--- src/encal_pkg.sv ---
package encal_pkg;

    localparam int DIV_W    = 64;
    localparam int REM_W    = 30;
    localparam int DIV_STEP = 4;
    localparam int CNT_W    = 5;

    localparam logic [1:0] CFG_ZONE = 2'd0;
    localparam logic [1:0] CFG_DST  = 2'd1;

    typedef enum logic [2:0] {
        OP_SEC,
        OP_US,
        OP_MS,
        OP_DAY,
        OP_HOUR,
        OP_MIN,
        OP_WDAY
    } t_op;

    typedef enum logic [2:0] {
        S_IDLE,
        S_DIV_GO,
        S_DIV_WAIT,
        S_YEAR,
        S_MONTH,
        S_FINISH
    } t_state;

    typedef struct packed {
        logic load;
        logic div_go;
        t_op  op;
        logic year_step;
        logic month_calc;
        logic out_load;
    } t_cmd;

    typedef struct packed {
        logic div_done;
        logic year_done;
        logic out_free;
    } t_sts;

    // first day (zero based) of each month in a common year
    function automatic logic [8:0] month_start(input logic [3:0] m);
        logic [8:0] d;
        begin
            unique case (m)
                4'd0:    d = 9'd0;
                4'd1:    d = 9'd31;
                4'd2:    d = 9'd59;
                4'd3:    d = 9'd90;
                4'd4:    d = 9'd120;
                4'd5:    d = 9'd151;
                4'd6:    d = 9'd181;
                4'd7:    d = 9'd212;
                4'd8:    d = 9'd243;
                4'd9:    d = 9'd273;
                4'd10:   d = 9'd304;
                4'd11:   d = 9'd334;
                default: d = 9'd0;
            endcase
            return d;
        end
    endfunction

endpackage

--- src/encal_div.sv ---
module encal_div
    import encal_pkg::*;
(
    input  logic             i_clk,
    input  logic             i_rst_n,
    input  logic             i_start,
    input  logic [DIV_W-1:0] i_num,
    input  logic [REM_W-1:0] i_den,
    input  logic [CNT_W-1:0] i_cycles,
    output logic             o_done,
    output logic [DIV_W-1:0] o_quo,
    output logic [REM_W-1:0] o_rem
);

    logic [DIV_W-1:0] r_num, n_num;
    logic [REM_W-1:0] r_rem, n_rem;
    logic [REM_W-1:0] r_den;
    logic [CNT_W-1:0] r_cnt;
    logic             r_done;

    // restoring division, DIV_STEP quotient bits per cycle
    always_comb begin
        logic [REM_W:0] trial;
        n_num = r_num;
        n_rem = r_rem;
        for (int k = 0; k < DIV_STEP; k++) begin
            trial = {n_rem, n_num[DIV_W-1]};
            n_num = {n_num[DIV_W-2:0], 1'b0};
            if (trial >= {1'b0, r_den}) begin
                n_rem    = REM_W'(trial - {1'b0, r_den});
                n_num[0] = 1'b1;
            end else begin
                n_rem = trial[REM_W-1:0];
            end
        end
    end

    always_ff @(posedge i_clk) begin
        if (!i_rst_n) begin
            r_cnt  <= '0;
            r_done <= 1'b0;
        end else begin
            r_done <= 1'b0;
            if (i_start) begin
                r_cnt <= i_cycles;
            end else if (r_cnt != '0) begin
                r_cnt <= r_cnt - 1'b1;
                if (r_cnt == CNT_W'(1)) begin
                    r_done <= 1'b1;
                end
            end
        end
    end

    always_ff @(posedge i_clk) begin
        if (i_start) begin
            r_num <= i_num;
            r_rem <= '0;
            r_den <= i_den;
        end else if (r_cnt != '0) begin
            r_num <= n_num;
            r_rem <= n_rem;
        end
    end

    assign o_done = r_done;
    assign o_quo  = r_num;
    assign o_rem  = r_rem;

endmodule

--- src/encal_dp.sv ---
module encal_dp
    import encal_pkg::*;
(
    input  logic        i_clk,
    input  logic        i_rst_n,
    input  t_cmd        i_cmd,
    output t_sts        o_sts,
    input  logic [62:0] i_stamp_ns,
    input  logic        i_cfg_valid,
    input  logic [1:0]  i_cfg_index,
    input  logic [16:0] i_cfg_data,
    input  logic        i_out_ready,
    output logic        o_out_valid,
    output logic [11:0] o_year,
    output logic [3:0]  o_month,
    output logic [4:0]  o_day_of_month,
    output logic [4:0]  o_hour,
    output logic [5:0]  o_minute,
    output logic [5:0]  o_second,
    output logic [2:0]  o_weekday,
    output logic [8:0]  o_day_of_year,
    output logic [9:0]  o_millis,
    output logic [9:0]  o_micros,
    output logic        o_dst_flag,
    output logic        o_clamped
);

    logic [16:0] r_zone;
    logic        r_dst;

    logic [62:0] r_stamp;
    logic [33:0] r_secs;
    logic [29:0] r_frac;
    logic [19:0] r_us;
    logic [9:0]  r_ms, r_mic;
    logic [16:0] r_days, r_sod;
    logic [4:0]  r_hour;
    logic [11:0] r_hrem;
    logic [5:0]  r_min, r_sec;
    logic [2:0]  r_wday;
    logic [11:0] r_year;
    logic [16:0] r_yday;
    logic [6:0]  r_c100;
    logic [8:0]  r_c400;
    logic        r_clamp, r_dst_used;
    logic [3:0]  r_month;
    logic [4:0]  r_dom;
    logic        r_out_valid;

    // config
    always_ff @(posedge i_clk) begin
        if (!i_rst_n) begin
            r_zone <= '0;
            r_dst  <= 1'b0;
        end else if (i_cfg_valid) begin
            unique case (i_cfg_index)
                CFG_ZONE: r_zone <= i_cfg_data;
                CFG_DST:  r_dst  <= i_cfg_data[0];
                default: ;
            endcase
        end
    end

    // local seconds, clamped at the epoch
    logic signed [35:0] adj;
    logic        [33:0] t_loc;
    assign adj = $signed({2'b00, r_secs}) - $signed({{19{r_zone[16]}}, r_zone})
                 + (r_dst ? 36'sd3600 : 36'sd0);
    assign t_loc = adj[35] ? 34'd0 : adj[33:0];

    logic [17:0] wsum;
    assign wsum = {1'b0, r_days} + 18'd4;

    // divider operands, dividend left aligned
    logic [DIV_W-1:0] d_num;
    logic [REM_W-1:0] d_den;
    logic [CNT_W-1:0] d_cyc;
    always_comb begin
        case (i_cmd.op)
            OP_SEC: begin
                d_num = {1'b0, r_stamp};
                d_den = REM_W'(1000000000);
                d_cyc = CNT_W'(16);
            end
            OP_US: begin
                d_num = {2'b00, r_frac, 32'd0};
                d_den = REM_W'(1000);
                d_cyc = CNT_W'(8);
            end
            OP_MS: begin
                d_num = {r_us, 44'd0};
                d_den = REM_W'(1000);
                d_cyc = CNT_W'(5);
            end
            OP_DAY: begin
                d_num = {2'b00, t_loc, 28'd0};
                d_den = REM_W'(86400);
                d_cyc = CNT_W'(9);
            end
            OP_HOUR: begin
                d_num = {3'b000, r_sod, 44'd0};
                d_den = REM_W'(3600);
                d_cyc = CNT_W'(5);
            end
            OP_MIN: begin
                d_num = {r_hrem, 52'd0};
                d_den = REM_W'(60);
                d_cyc = CNT_W'(3);
            end
            OP_WDAY: begin
                d_num = {2'b00, wsum, 44'd0};
                d_den = REM_W'(7);
                d_cyc = CNT_W'(5);
            end
            default: begin
                d_num = '0;
                d_den = REM_W'(1);
                d_cyc = '0;
            end
        endcase
    end

    logic             div_done;
    logic [DIV_W-1:0] quo;
    logic [REM_W-1:0] rem;

    encal_div u_div (
        .i_clk    (i_clk),
        .i_rst_n  (i_rst_n),
        .i_start  (i_cmd.div_go),
        .i_num    (d_num),
        .i_den    (d_den),
        .i_cycles (d_cyc),
        .o_done   (div_done),
        .o_quo    (quo),
        .o_rem    (rem)
    );

    // year walk: 100, 4 or 1 year a cycle
    logic        leap;
    logic [16:0] len1, len4, len100;
    logic        can100, can4, can1;
    assign leap   = ((r_year[1:0] == 2'd0) && (r_c100 != 7'd0)) || (r_c400 == 9'd0);
    assign len1   = 17'd365 + {16'd0, leap};
    assign len4   = 17'd1460 + {16'd0, leap};
    assign len100 = 17'd36524 + {16'd0, (r_c400 == 9'd0)};
    assign can100 = (r_c100 == 7'd0) && (r_yday >= len100);
    assign can4   = (r_year[1:0] == 2'd0) && (r_yday >= len4);
    assign can1   = r_yday >= len1;

    // month from start-of-month table
    logic [3:0] mon;
    logic [8:0] mstart;
    always_comb begin
        mon = 4'd0;
        for (int m = 1; m < 12; m++) begin
            if (r_yday >= 17'(month_start(4'(m))) + ((m >= 2) ? {16'd0, leap} : 17'd0)) begin
                mon = 4'(m);
            end
        end
        mstart = month_start(mon) + ((mon >= 4'd2) ? {8'd0, leap} : 9'd0);
    end

    always_ff @(posedge i_clk) begin
        if (i_cmd.load) begin
            r_stamp <= i_stamp_ns;
        end
        if (i_cmd.div_go && (i_cmd.op == OP_DAY)) begin
            r_clamp    <= adj[35];
            r_dst_used <= r_dst;
        end
        if (div_done) begin
            case (i_cmd.op)
                OP_SEC: begin
                    r_secs <= quo[33:0];
                    r_frac <= rem;
                end
                OP_US: r_us <= quo[19:0];
                OP_MS: begin
                    r_ms  <= quo[9:0];
                    r_mic <= rem[9:0];
                end
                OP_DAY: begin
                    r_days <= quo[16:0];
                    r_sod  <= rem[16:0];
                    r_yday <= quo[16:0];
                    r_year <= 12'd1970;
                    r_c100 <= 7'd70;
                    r_c400 <= 9'd370;
                end
                OP_HOUR: begin
                    r_hour <= quo[4:0];
                    r_hrem <= rem[11:0];
                end
                OP_MIN: begin
                    r_min <= quo[5:0];
                    r_sec <= rem[5:0];
                end
                OP_WDAY: r_wday <= rem[2:0];
                default: ;
            endcase
        end
        if (i_cmd.year_step) begin
            if (can100) begin
                r_yday <= r_yday - len100;
                r_year <= r_year + 12'd100;
                r_c400 <= (r_c400 >= 9'd300) ? r_c400 - 9'd300 : r_c400 + 9'd100;
            end else if (can4) begin
                r_yday <= r_yday - len4;
                r_year <= r_year + 12'd4;
                r_c100 <= (r_c100 == 7'd96) ? 7'd0 : r_c100 + 7'd4;
                r_c400 <= (r_c400 == 9'd396) ? 9'd0 : r_c400 + 9'd4;
            end else if (can1) begin
                r_yday <= r_yday - len1;
                r_year <= r_year + 12'd1;
                r_c100 <= (r_c100 == 7'd99) ? 7'd0 : r_c100 + 7'd1;
                r_c400 <= (r_c400 == 9'd399) ? 9'd0 : r_c400 + 9'd1;
            end
        end
        if (i_cmd.month_calc) begin
            r_month <= mon + 4'd1;
            r_dom   <= 5'(r_yday - {8'd0, mstart} + 17'd1);
        end
    end

    // output register
    always_ff @(posedge i_clk) begin
        if (!i_rst_n) begin
            r_out_valid <= 1'b0;
        end else if (i_cmd.out_load) begin
            r_out_valid <= 1'b1;
        end else if (i_out_ready) begin
            r_out_valid <= 1'b0;
        end
    end

    always_ff @(posedge i_clk) begin
        if (i_cmd.out_load) begin
            o_year         <= r_year;
            o_month        <= r_month;
            o_day_of_month <= r_dom;
            o_hour         <= r_hour;
            o_minute       <= r_min;
            o_second       <= r_sec;
            o_weekday      <= r_wday;
            o_day_of_year  <= r_yday[8:0];
            o_millis       <= r_ms;
            o_micros       <= r_mic;
            o_dst_flag     <= r_dst_used;
            o_clamped      <= r_clamp;
        end
    end

    assign o_out_valid     = r_out_valid;
    assign o_sts.div_done  = div_done;
    assign o_sts.year_done = !(can100 || can4 || can1);
    assign o_sts.out_free  = !r_out_valid || i_out_ready;

endmodule

--- src/encal_ctrl.sv ---
module encal_ctrl
    import encal_pkg::*;
(
    input  logic i_clk,
    input  logic i_rst_n,
    input  logic i_in_valid,
    output logic o_in_ready,
    input  t_sts i_sts,
    output t_cmd o_cmd
);

    t_state r_state, n_state;
    t_op    r_op, n_op;

    always_ff @(posedge i_clk) begin
        if (!i_rst_n) begin
            r_state <= S_IDLE;
            r_op    <= OP_SEC;
        end else begin
            r_state <= n_state;
            r_op    <= n_op;
        end
    end

    always_comb begin
        n_state = r_state;
        n_op    = r_op;
        unique case (r_state)
            S_IDLE: begin
                if (i_in_valid) begin
                    n_state = S_DIV_GO;
                    n_op    = OP_SEC;
                end
            end
            S_DIV_GO: n_state = S_DIV_WAIT;
            S_DIV_WAIT: begin
                if (i_sts.div_done) begin
                    n_state = S_DIV_GO;
                    unique case (r_op)
                        OP_SEC:  n_op = OP_US;
                        OP_US:   n_op = OP_MS;
                        OP_MS:   n_op = OP_DAY;
                        OP_DAY:  n_op = OP_HOUR;
                        OP_HOUR: n_op = OP_MIN;
                        OP_MIN:  n_op = OP_WDAY;
                        default: n_state = S_YEAR;
                    endcase
                end
            end
            S_YEAR: begin
                if (i_sts.year_done) begin
                    n_state = S_MONTH;
                end
            end
            S_MONTH: n_state = S_FINISH;
            S_FINISH: begin
                if (i_sts.out_free) begin
                    n_state = S_IDLE;
                end
            end
            default: n_state = S_IDLE;
        endcase
    end

    always_comb begin
        o_cmd            = '0;
        o_cmd.op         = r_op;
        o_in_ready       = 1'b0;
        unique case (r_state)
            S_IDLE: begin
                o_in_ready = 1'b1;
                o_cmd.load = i_in_valid;
            end
            S_DIV_GO:   o_cmd.div_go     = 1'b1;
            S_DIV_WAIT: ;
            S_YEAR:     o_cmd.year_step  = !i_sts.year_done;
            S_MONTH:    o_cmd.month_calc = 1'b1;
            S_FINISH:   o_cmd.out_load   = i_sts.out_free;
            default: ;
        endcase
    end

endmodule

--- src/epoch_ns_to_local_calendar.sv ---
// One item in flight from input beat to result.
// Seven divisions run on one shared radix-16 divider (the ns split first, then the rest,
// each with a start state and a wait state), then the year walk steps by 100, 4 or 1
// years at a time, then the month is found and the result is loaded.
// A new input beat is taken once the previous result sits in the output register.
// Reset (synchronous, active low) clears control, zone offset and summer time.
module epoch_ns_to_local_calendar
    import encal_pkg::*;
(
    input  logic        i_clk,
    input  logic        i_rst_n,
    input  logic        i_in_valid,
    output logic        o_in_ready,
    input  logic [62:0] i_stamp_ns,
    output logic        o_out_valid,
    input  logic        i_out_ready,
    output logic [11:0] o_year,
    output logic [3:0]  o_month,
    output logic [4:0]  o_day_of_month,
    output logic [4:0]  o_hour,
    output logic [5:0]  o_minute,
    output logic [5:0]  o_second,
    output logic [2:0]  o_weekday,
    output logic [8:0]  o_day_of_year,
    output logic [9:0]  o_millis,
    output logic [9:0]  o_micros,
    output logic        o_dst_flag,
    output logic        o_clamped,
    input  logic        i_cfg_valid,
    output logic        o_cfg_ready,
    input  logic [1:0]  i_cfg_index,
    input  logic [16:0] i_cfg_data
);

    t_cmd cmd;
    t_sts sts;

    assign o_cfg_ready = 1'b1;

    encal_ctrl u_ctrl (
        .i_clk      (i_clk),
        .i_rst_n    (i_rst_n),
        .i_in_valid (i_in_valid),
        .o_in_ready (o_in_ready),
        .i_sts      (sts),
        .o_cmd      (cmd)
    );

    encal_dp u_dp (
        .i_clk          (i_clk),
        .i_rst_n        (i_rst_n),
        .i_cmd          (cmd),
        .o_sts          (sts),
        .i_stamp_ns     (i_stamp_ns),
        .i_cfg_valid    (i_cfg_valid),
        .i_cfg_index    (i_cfg_index),
        .i_cfg_data     (i_cfg_data),
        .i_out_ready    (i_out_ready),
        .o_out_valid    (o_out_valid),
        .o_year         (o_year),
        .o_month        (o_month),
        .o_day_of_month (o_day_of_month),
        .o_hour         (o_hour),
        .o_minute       (o_minute),
        .o_second       (o_second),
        .o_weekday      (o_weekday),
        .o_day_of_year  (o_day_of_year),
        .o_millis       (o_millis),
        .o_micros       (o_micros),
        .o_dst_flag     (o_dst_flag),
        .o_clamped      (o_clamped)
    );

`ifndef SYNTH
    a_busy_after_beat: assert property (@(posedge i_clk) disable iff (!i_rst_n)
        i_in_valid && o_in_ready |=> !o_in_ready)
        else $error("input taken while busy");

    a_date_range: assert property (@(posedge i_clk) disable iff (!i_rst_n)
        o_out_valid |-> o_month >= 4'd1 && o_month <= 4'd12 && o_day_of_month >= 5'd1)
        else $error("month or day out of range");

    a_time_range: assert property (@(posedge i_clk) disable iff (!i_rst_n)
        o_out_valid |-> o_weekday <= 3'd6 && o_hour <= 5'd23 && o_minute <= 6'd59
                        && o_second <= 6'd59)
        else $error("time of day out of range");

    a_clamp_epoch: assert property (@(posedge i_clk) disable iff (!i_rst_n)
        o_out_valid && o_clamped |-> o_year == 12'd1970 && o_day_of_year == 9'd0)
        else $error("clamped result not at epoch");
`endif

endmodule

--- config.mk ---
export PLATFORM = sky130hd
export DESIGN_NAME = epoch_ns_to_local_calendar
export DESIGN_NICKNAME = d
export VERILOG_FILES = /design/src/encal_pkg.sv /design/src/encal_div.sv /design/src/encal_dp.sv /design/src/encal_ctrl.sv /design/src/epoch_ns_to_local_calendar.sv
export SDC_FILE = /design/constraint.sdc
export NUM_CORES = 1
export LEC_CHECK = 0
export BUFFER_PORTS_ARGS = -buffer_cell sky130_fd_sc_hd__buf_4
export CORE_UTILIZATION = 40
export CTS_BUF_LIST = sky130_fd_sc_hd__clkbuf_16
export CTS_CLUSTER_DIAMETER = 50
export DETAILED_ROUTE_END_ITERATION = 6
export PLACE_DENSITY_LB_ADDON = 0.05
export SYNTH_ARGS = -nofsm -noshare
export SYNTH_HDL_FRONTEND = slang
export SYNTH_SLANG_ARGS = --single-unit
--- constraint.sdc ---
create_clock -name i_clk -period 16.79 [get_ports i_clk]
set_clock_uncertainty 0.05 [all_clocks]
set_input_delay 0.8395 -clock i_clk [delete_from_list [all_inputs] [get_ports i_clk]]
set_output_delay 0.8395 -clock i_clk [all_outputs]
set_load 0.005 [all_outputs]
# Word level (Yosys, flattened, before mapping)

Memories as Yosys holds them, arrays and structs flattened.
Cells that the tools add are included.

Word-level logic and storage cells: 237
Input bits: 87
ROM bits: 144
RAM bits: 0
Output and inout bits: 75
Memories kept: 1
Latch bits: 0
Register bits after elaboration: 516

Bitwise logic cells: 2
Equal/unequal tests: 22
$mul: 0
Add/subtract/negate cells: 37
Divide/modulo/power cells: 0
Muxes and demuxes: 77
Reductions and logical operators: 35
Shifts and indexed selects: 0
$lt $le $gt $ge: 20

Memories:

| name            | words | width | rd ports | clocked after Yosys merged registers in | wr ports | RTL line        | text |
|---|---|---|---|---|---|---|---|
| (no name shown) | 16    | 9     | 1        | 0                                       | 0        | encal_pkg.sv:49 | `unique case (m)` |

Operators by type and width:

| cell                  | count |
|---|---|
| $pmux 64 s7           | 1 |
| $pmux 30 s6           | 1 |
| $mux 64               | 2 |
| $ge 31x30->1          | 4 |
| $mux 30               | 4 |
| $sub 30x30->30        | 4 |
| $mux 17               | 6 |
| $mux 12               | 7 |
| $mux 9                | 9 |
| $ge 17x10->1          | 4 |
| $ge 17x9->1           | 4 |
| $mux 7                | 8 |
| $add 9x1->10 const A  | 4 |
| $add 36x36->36        | 1 |
| $add 8x1->9 const A   | 4 |
| $pmux 3 s6            | 2 |
| $sub 35x17->36        | 1 |
| $ge 17x8->1           | 2 |
| $mux 34               | 1 |
| $mux 3                | 10 |
| $pmux 5 s5            | 1 |
| $add 17x3->18 const B | 1 |
| $eq 9x9->1 const B    | 2 |
| $reduce_and 2->1      | 9 |
| other kinds (56)      | 101 |

# Logic depth before layout (Yosys ltp)

Depth in word-level cells: 20
Depth in mapped cells: 71
Mapped depth without buffers: 62

# Modules after synthesis

From an unflattened synthesis, not the netlist that was laid out.

Cell total of the unflattened synthesis: 3,195
Area total of the unflattened synthesis: 32,687.6 um2

Modules (own cells, without submodules):

| module                     | cells an instance | times used | sequential area each (um2) | area an instance (um2) |
|---|---|---|---|---|
| encal_dp                   | 1,743             | 1          | 10,830.4                   | 19,671.4 |
| encal_div                  | 1,395             | 1          | 3,543.4                    | 12,535.8 |
| encal_ctrl                 | 55                | 1          | 120.1                      | 469.2 |
| epoch_ns_to_local_calendar | 2                 | 1          | 0.0                        | 11.3 |

# Least setup slack after synthesis

Ideal clock, no wire load.

Path type: flip-flop to flip-flop
Start point: reg u_dp.u_div.r_den[28]
End point: reg u_dp.u_div.r_rem[26] (netlist: u_dp.u_div.o_rem[26])
Stages on the path, launching flop included: 66
Library setup time: 0.117 ns
Slack: 2.637 ns
Clock period less this slack: 14.153 ns
Arrival: 13.986 ns
Buffers on the path: 9
Data required time: 16.623 ns
Path through: edfxtp_1 -> inv_1 -> ha_1 -> a21o_1 -> a211oi_1 -> nand2_1 -> a211oi_1 -> a21o_1 -> buf_2 -> clkbuf_1 -> clkbuf_1 -> clkbuf_1 -> o21ai_0 -> ha_1 -> a21oi_1 -> o21ai_0 -> a21oi_1 -> a21oi_1 -> (+30 left out) -> nor2b_1 -> o21ai_0 -> nand2b_1 -> a21o_1 -> a21o_1 -> a21o_1 -> a21o_1 -> a21o_1 -> a21o_1 -> a21o_1 -> a21o_1 -> a21oi_1 -> and3b_1 -> a31oi_1 -> o31a_1 -> a311o_1 -> or3_1 -> a32o_1

Longest elaborated chain between the ends: 8
Elaborated cells between the ends (all ways): 12
Those cells by class: 4 x add/sub; 4 x order compare; 4 x mux

RTL lines:

| item                                           | RTL line                         | text |
|---|---|---|
| start, declared                                | encal_div.sv:17                  | `logic [REM_W-1:0] r_den;` |
| start signal, assigned                         | encal_div.sv:59                  | `r_den <= i_den;` |
| $sub 30x30->30 or $ge 31x30->1 (tied branches) | encal_div.sv:30, encal_div.sv:29 |  |
| $mux 30                                        | encal_div.sv:29                  | `if (trial >= {1'b0, r_den}) begin` |
| $sub 30x30->30 or $ge 31x30->1 (tied branches) | encal_div.sv:30, encal_div.sv:29 |  |
| $mux 30                                        | encal_div.sv:29                  |  |
| $ge 31x30->1 or $sub 30x30->30 (tied branches) | encal_div.sv:29, encal_div.sv:30 |  |
| $mux 30                                        | encal_div.sv:29                  |  |
| $sub 30x30->30 or $ge 31x30->1 (tied branches) | encal_div.sv:30, encal_div.sv:29 |  |
| $mux 30 (*)                                    | encal_div.sv:29                  |  |
| end signal, assigned                           | encal_div.sv:62                  | `r_rem <= n_rem;` |
| end, declared                                  | encal_div.sv:16                  | `logic [REM_W-1:0] r_rem, n_rem;` |

Mark *: on every way between the ends. The rest lies on a longest branch, timed or not.
A chain may end at the register's enable or synchronous reset.

# Worst setup path in the final report

Same ends and word-level chain as after synthesis.

==> out/qor.yml <==
sta:
  setup_viol: 0
  fmax_mhz: 65.2
  fin_tns_setup_ns: 0
  post-route-period-util_pct: 91.3
  rsz0062_at_grt: "false"
  worst_pin_slew_ns: 1.24
  slew_violations: 0
  finalHoldViolCount: 0
  relSlewSlack_pct: 17.4
  fin_crit_ns: 15.34
worst_setup_path:
  rr_startpoint: "u_dp.u_div.r_den[28]$_DFFE_PP_"
  crit_path_top_delay_cell: "a21o_1"
  start_kind: "register"
  cp.arrival_ns: 15.77
  r2r_cells: 61
  worstSetupPathType: "register to register"
  r2r_end: "u_dp.u_div.o_rem[26]$_SDFFE_PP0P_"
  cp-end-kind: "register"
  crit_fanout: 21
  rrSetupSlack_ns: 1.45
  cp-startpoint: "u_dp.u_div.r_den[28]$_DFFE_PP_"
  required_ns: 17.22
  critPathMaxStageDelay_ns: 0.74
layout:
  area_growth_pct: 15.1
  antenna_cells: 0
  fillerInstances: 7105
  drive_above_1_share_pct: 12.2
  nets: 3502
  layout_common_cells: "edfxtp_1, nand2_1, o21ai_0, nor2_1, ha_1"
  final_common_cell: "edfxtp_1"
routing:
  postRouteAntennaNets: 0
  drt-met1-wl_um: 44500
  vias: 24700
  first_iter_violations: 2025
  viasPerCell: 5.84
  wl_um: 100000
  route.met3.wl_um: 4960
  dr.pass1.iters: 5
  wl_met2_um: 48000
  wire_per_inst_um: 23.8
  drc: 0
  top_layer: "met4"
yosys:
  synth-seq-cells: 499
  postSynthAreaPerCell_um2: 9.94
  synth_area_leaders: "edfxtp_1, ha_1, dfxtp_1, nand2_1, o21ai_0"
  synth_area_um2: 30400
  yosysTopAreaCell: "edfxtp_1"
  synth_top_area_share_pct: 39.4
  synth_fp_nets: 3371
  yosys_warnings: 0
  synth.distinct_cells: 106
  synth-async-reset-ratio_pct: 0
  synth_edf_count: 399
  synth_ff_type: "edfxtp_1"
  yosysSeqAreaShare_pct: 45.9
  syn_inst: 3063
floorplan:
  ios: 162
  die_w_um: 278
  initial_core_util_pct: 40.7
  rows: 100
  core_um2: 74800
  die_area_um2: 77200
  die_y_um: 278
global_routing:
  overflow: 0
  grt_pass1_vias: 24000
  antenna_found_initial: 3
  grt_pass1_wl_um: 150000
  grt_max_degree: 70
  track_usage_pct: 25.6
hold_path:
  hp-start: "i_stamp_ns[19]"
  hold_path_class: "primary input to register"
  whs_path_depth: 1
  hold_path_end: "u_dp.r_stamp[19]$_DFFE_PP_"
clock_network:
  numCtsBuffers: 73
  cts_resized: 0
  insertion_delay_ns: 0.62
  root_buffer: "clkbuf_16"
  clockBufferDepth: 3
  cts_sinks: 499
  post-cts-setup-buffer-count: 0
  cts_tree: "built"
  postCtsHoldBufs: 0
  cts.clk_slew.worst_paths_ns: 0.06
  cts.htree.levels: 3
placement:
  place_congestion: 0.923
  dp_hpwl_um: 74800
  port_buffers: 160
run:
  max-cap-violations: 0
run_status:
  status: "finished clean"
## how the worst max path moves through the flow
| stage | to | slack, ns | depth (start not counted) |
|---|---|---|---|
| 3_5_place_dp | u_dp.u_div.o_rem[26]$_SDFFE_PP0P_ | 1.65 | 61 |
| 2_1_floorplan | u_dp.u_div.o_rem[26]$_SDFFE_PP0P_ | 2.64 | 65 |
| 6_report | u_dp.u_div.o_rem[26]$_SDFFE_PP0P_ | 1.45 | 61 |
| 3_3_place_gp | u_dp.u_div.o_rem[26]$_SDFFE_PP0P_ | 1.94 | 61 |
| 5_1_grt | u_dp.u_div.o_rem[26]$_SDFFE_PP0P_ | 0.13 | 61 |
| 4_1_cts | u_dp.u_div.o_rem[26]$_SDFFE_PP0P_ | 1.53 | 61 |
## area by class of cell
| type | instances | area (um2) | share of cell area (%) |
|---|---|---|---|
| well taps | 969 | 1210 | 3.46 |
| clock inverters | 61 | 531 | 1.51 |
| repair buffers | 202 | 1520 | 4.33 |
| clock buffers | 74 | 1850 | 5.28 |
| inverters | 141 | 529 | 1.51 |
| multi-input cells | 2277 | 15400 | 44.0 |
| flip-flops and latches | 499 | 14000 | 39.9 |
## synth_stat cells (all sizes together) (18+ instances only)
library cell	count
edfxtp	399
nand2	329
o21ai	238
nor2	220
ha	209
a21oi	206
inv	139
clkbuf	121
dfxtp	100
xnor2	96
nand3	87
a21o	69
xor2	65
a31oi	53
mux2i	48
nor3	48
nor2b	38
nand2b	35
a211oi	34
a21boi	31
and3	26
nand4	26
a22oi	25
buf	25
o221ai	25
a22o	24
o21a	23
and2	19
o31ai	19
o211ai	18
## per-layer routing
layer / GRT usage (%) / vias to the layer above
met4: 8.30 / 0
met2: 42.8 / 707
met3: 3.59 / 125
met1: 34.1 / 12200
met5: 0 / -
li1: - / 11700
## state kept, by name, indices dropped and copies added (netlist names), 7 cells and up
signal and cells:
u_dp.r_c400 9, u_dp.r_zone 17, u_dp.o_micros 10, u_dp.r_ms 10
u_dp.u_div.o_quo 64, u_dp.r_year 12, u_dp.u_div.r_den 13, u_dp.r_mic 10
u_dp.u_div.o_rem 30, u_dp.r_sod 17, u_dp.r_days 17, u_dp.r_frac 30
u_dp.r_hrem 12, u_dp.r_c100 7, u_dp.r_yday 17, u_dp.r_secs 34
u_dp.o_day_of_year 9, u_dp.r_us 20, u_dp.r_stamp 63, u_dp.o_millis 10
u_dp.o_year 12
## through the flow
stage | cells | setup WS, ns | area [um2] | hold slack [ns] | util, %
after floorplan | 3063 | 2.64 | 30400 | 0.350 | -
after global placement | 4088 | 1.94 | 32700 | 0.353 | 43.6
after detailed placement | 4088 | 1.65 | 32700 | 0.355 | 43.6
after CTS | 4223 | 1.53 | 35000 | 0.307 | 46.8
after global routing | 4223 | 0.128 | 35000 | 0.316 | 46.8
final | 4223 | 1.45 | 35000 | 0.342 | 46.8
## cell families after synthesis
group           count (synthesis)  share of synthesized area, %
mux                            65                          2.42
simple gates                  919                          14.2
other cells                     1                        0.0123
xor+xnor                      161                          4.63
fa+ha+maj                     221                          9.38
flops                         499                          45.9
compound gates                910                          19.8
buf+inv                       287                          3.62
## critical path: cells and delay by family (launching register included)
family,cells,cell delay (ns)
AND/OR/NAND/NOR,13,2.60
buffers and inverters,5,0.90
flip-flops,1,0.36
AO/OA/AOI/OAI,39,9.92
adder cells (fa/ha/maj),4,1.36
Power is not shown: default switching activity piles up to over one toggle a cycle in this logic, so the estimate is an artifact.
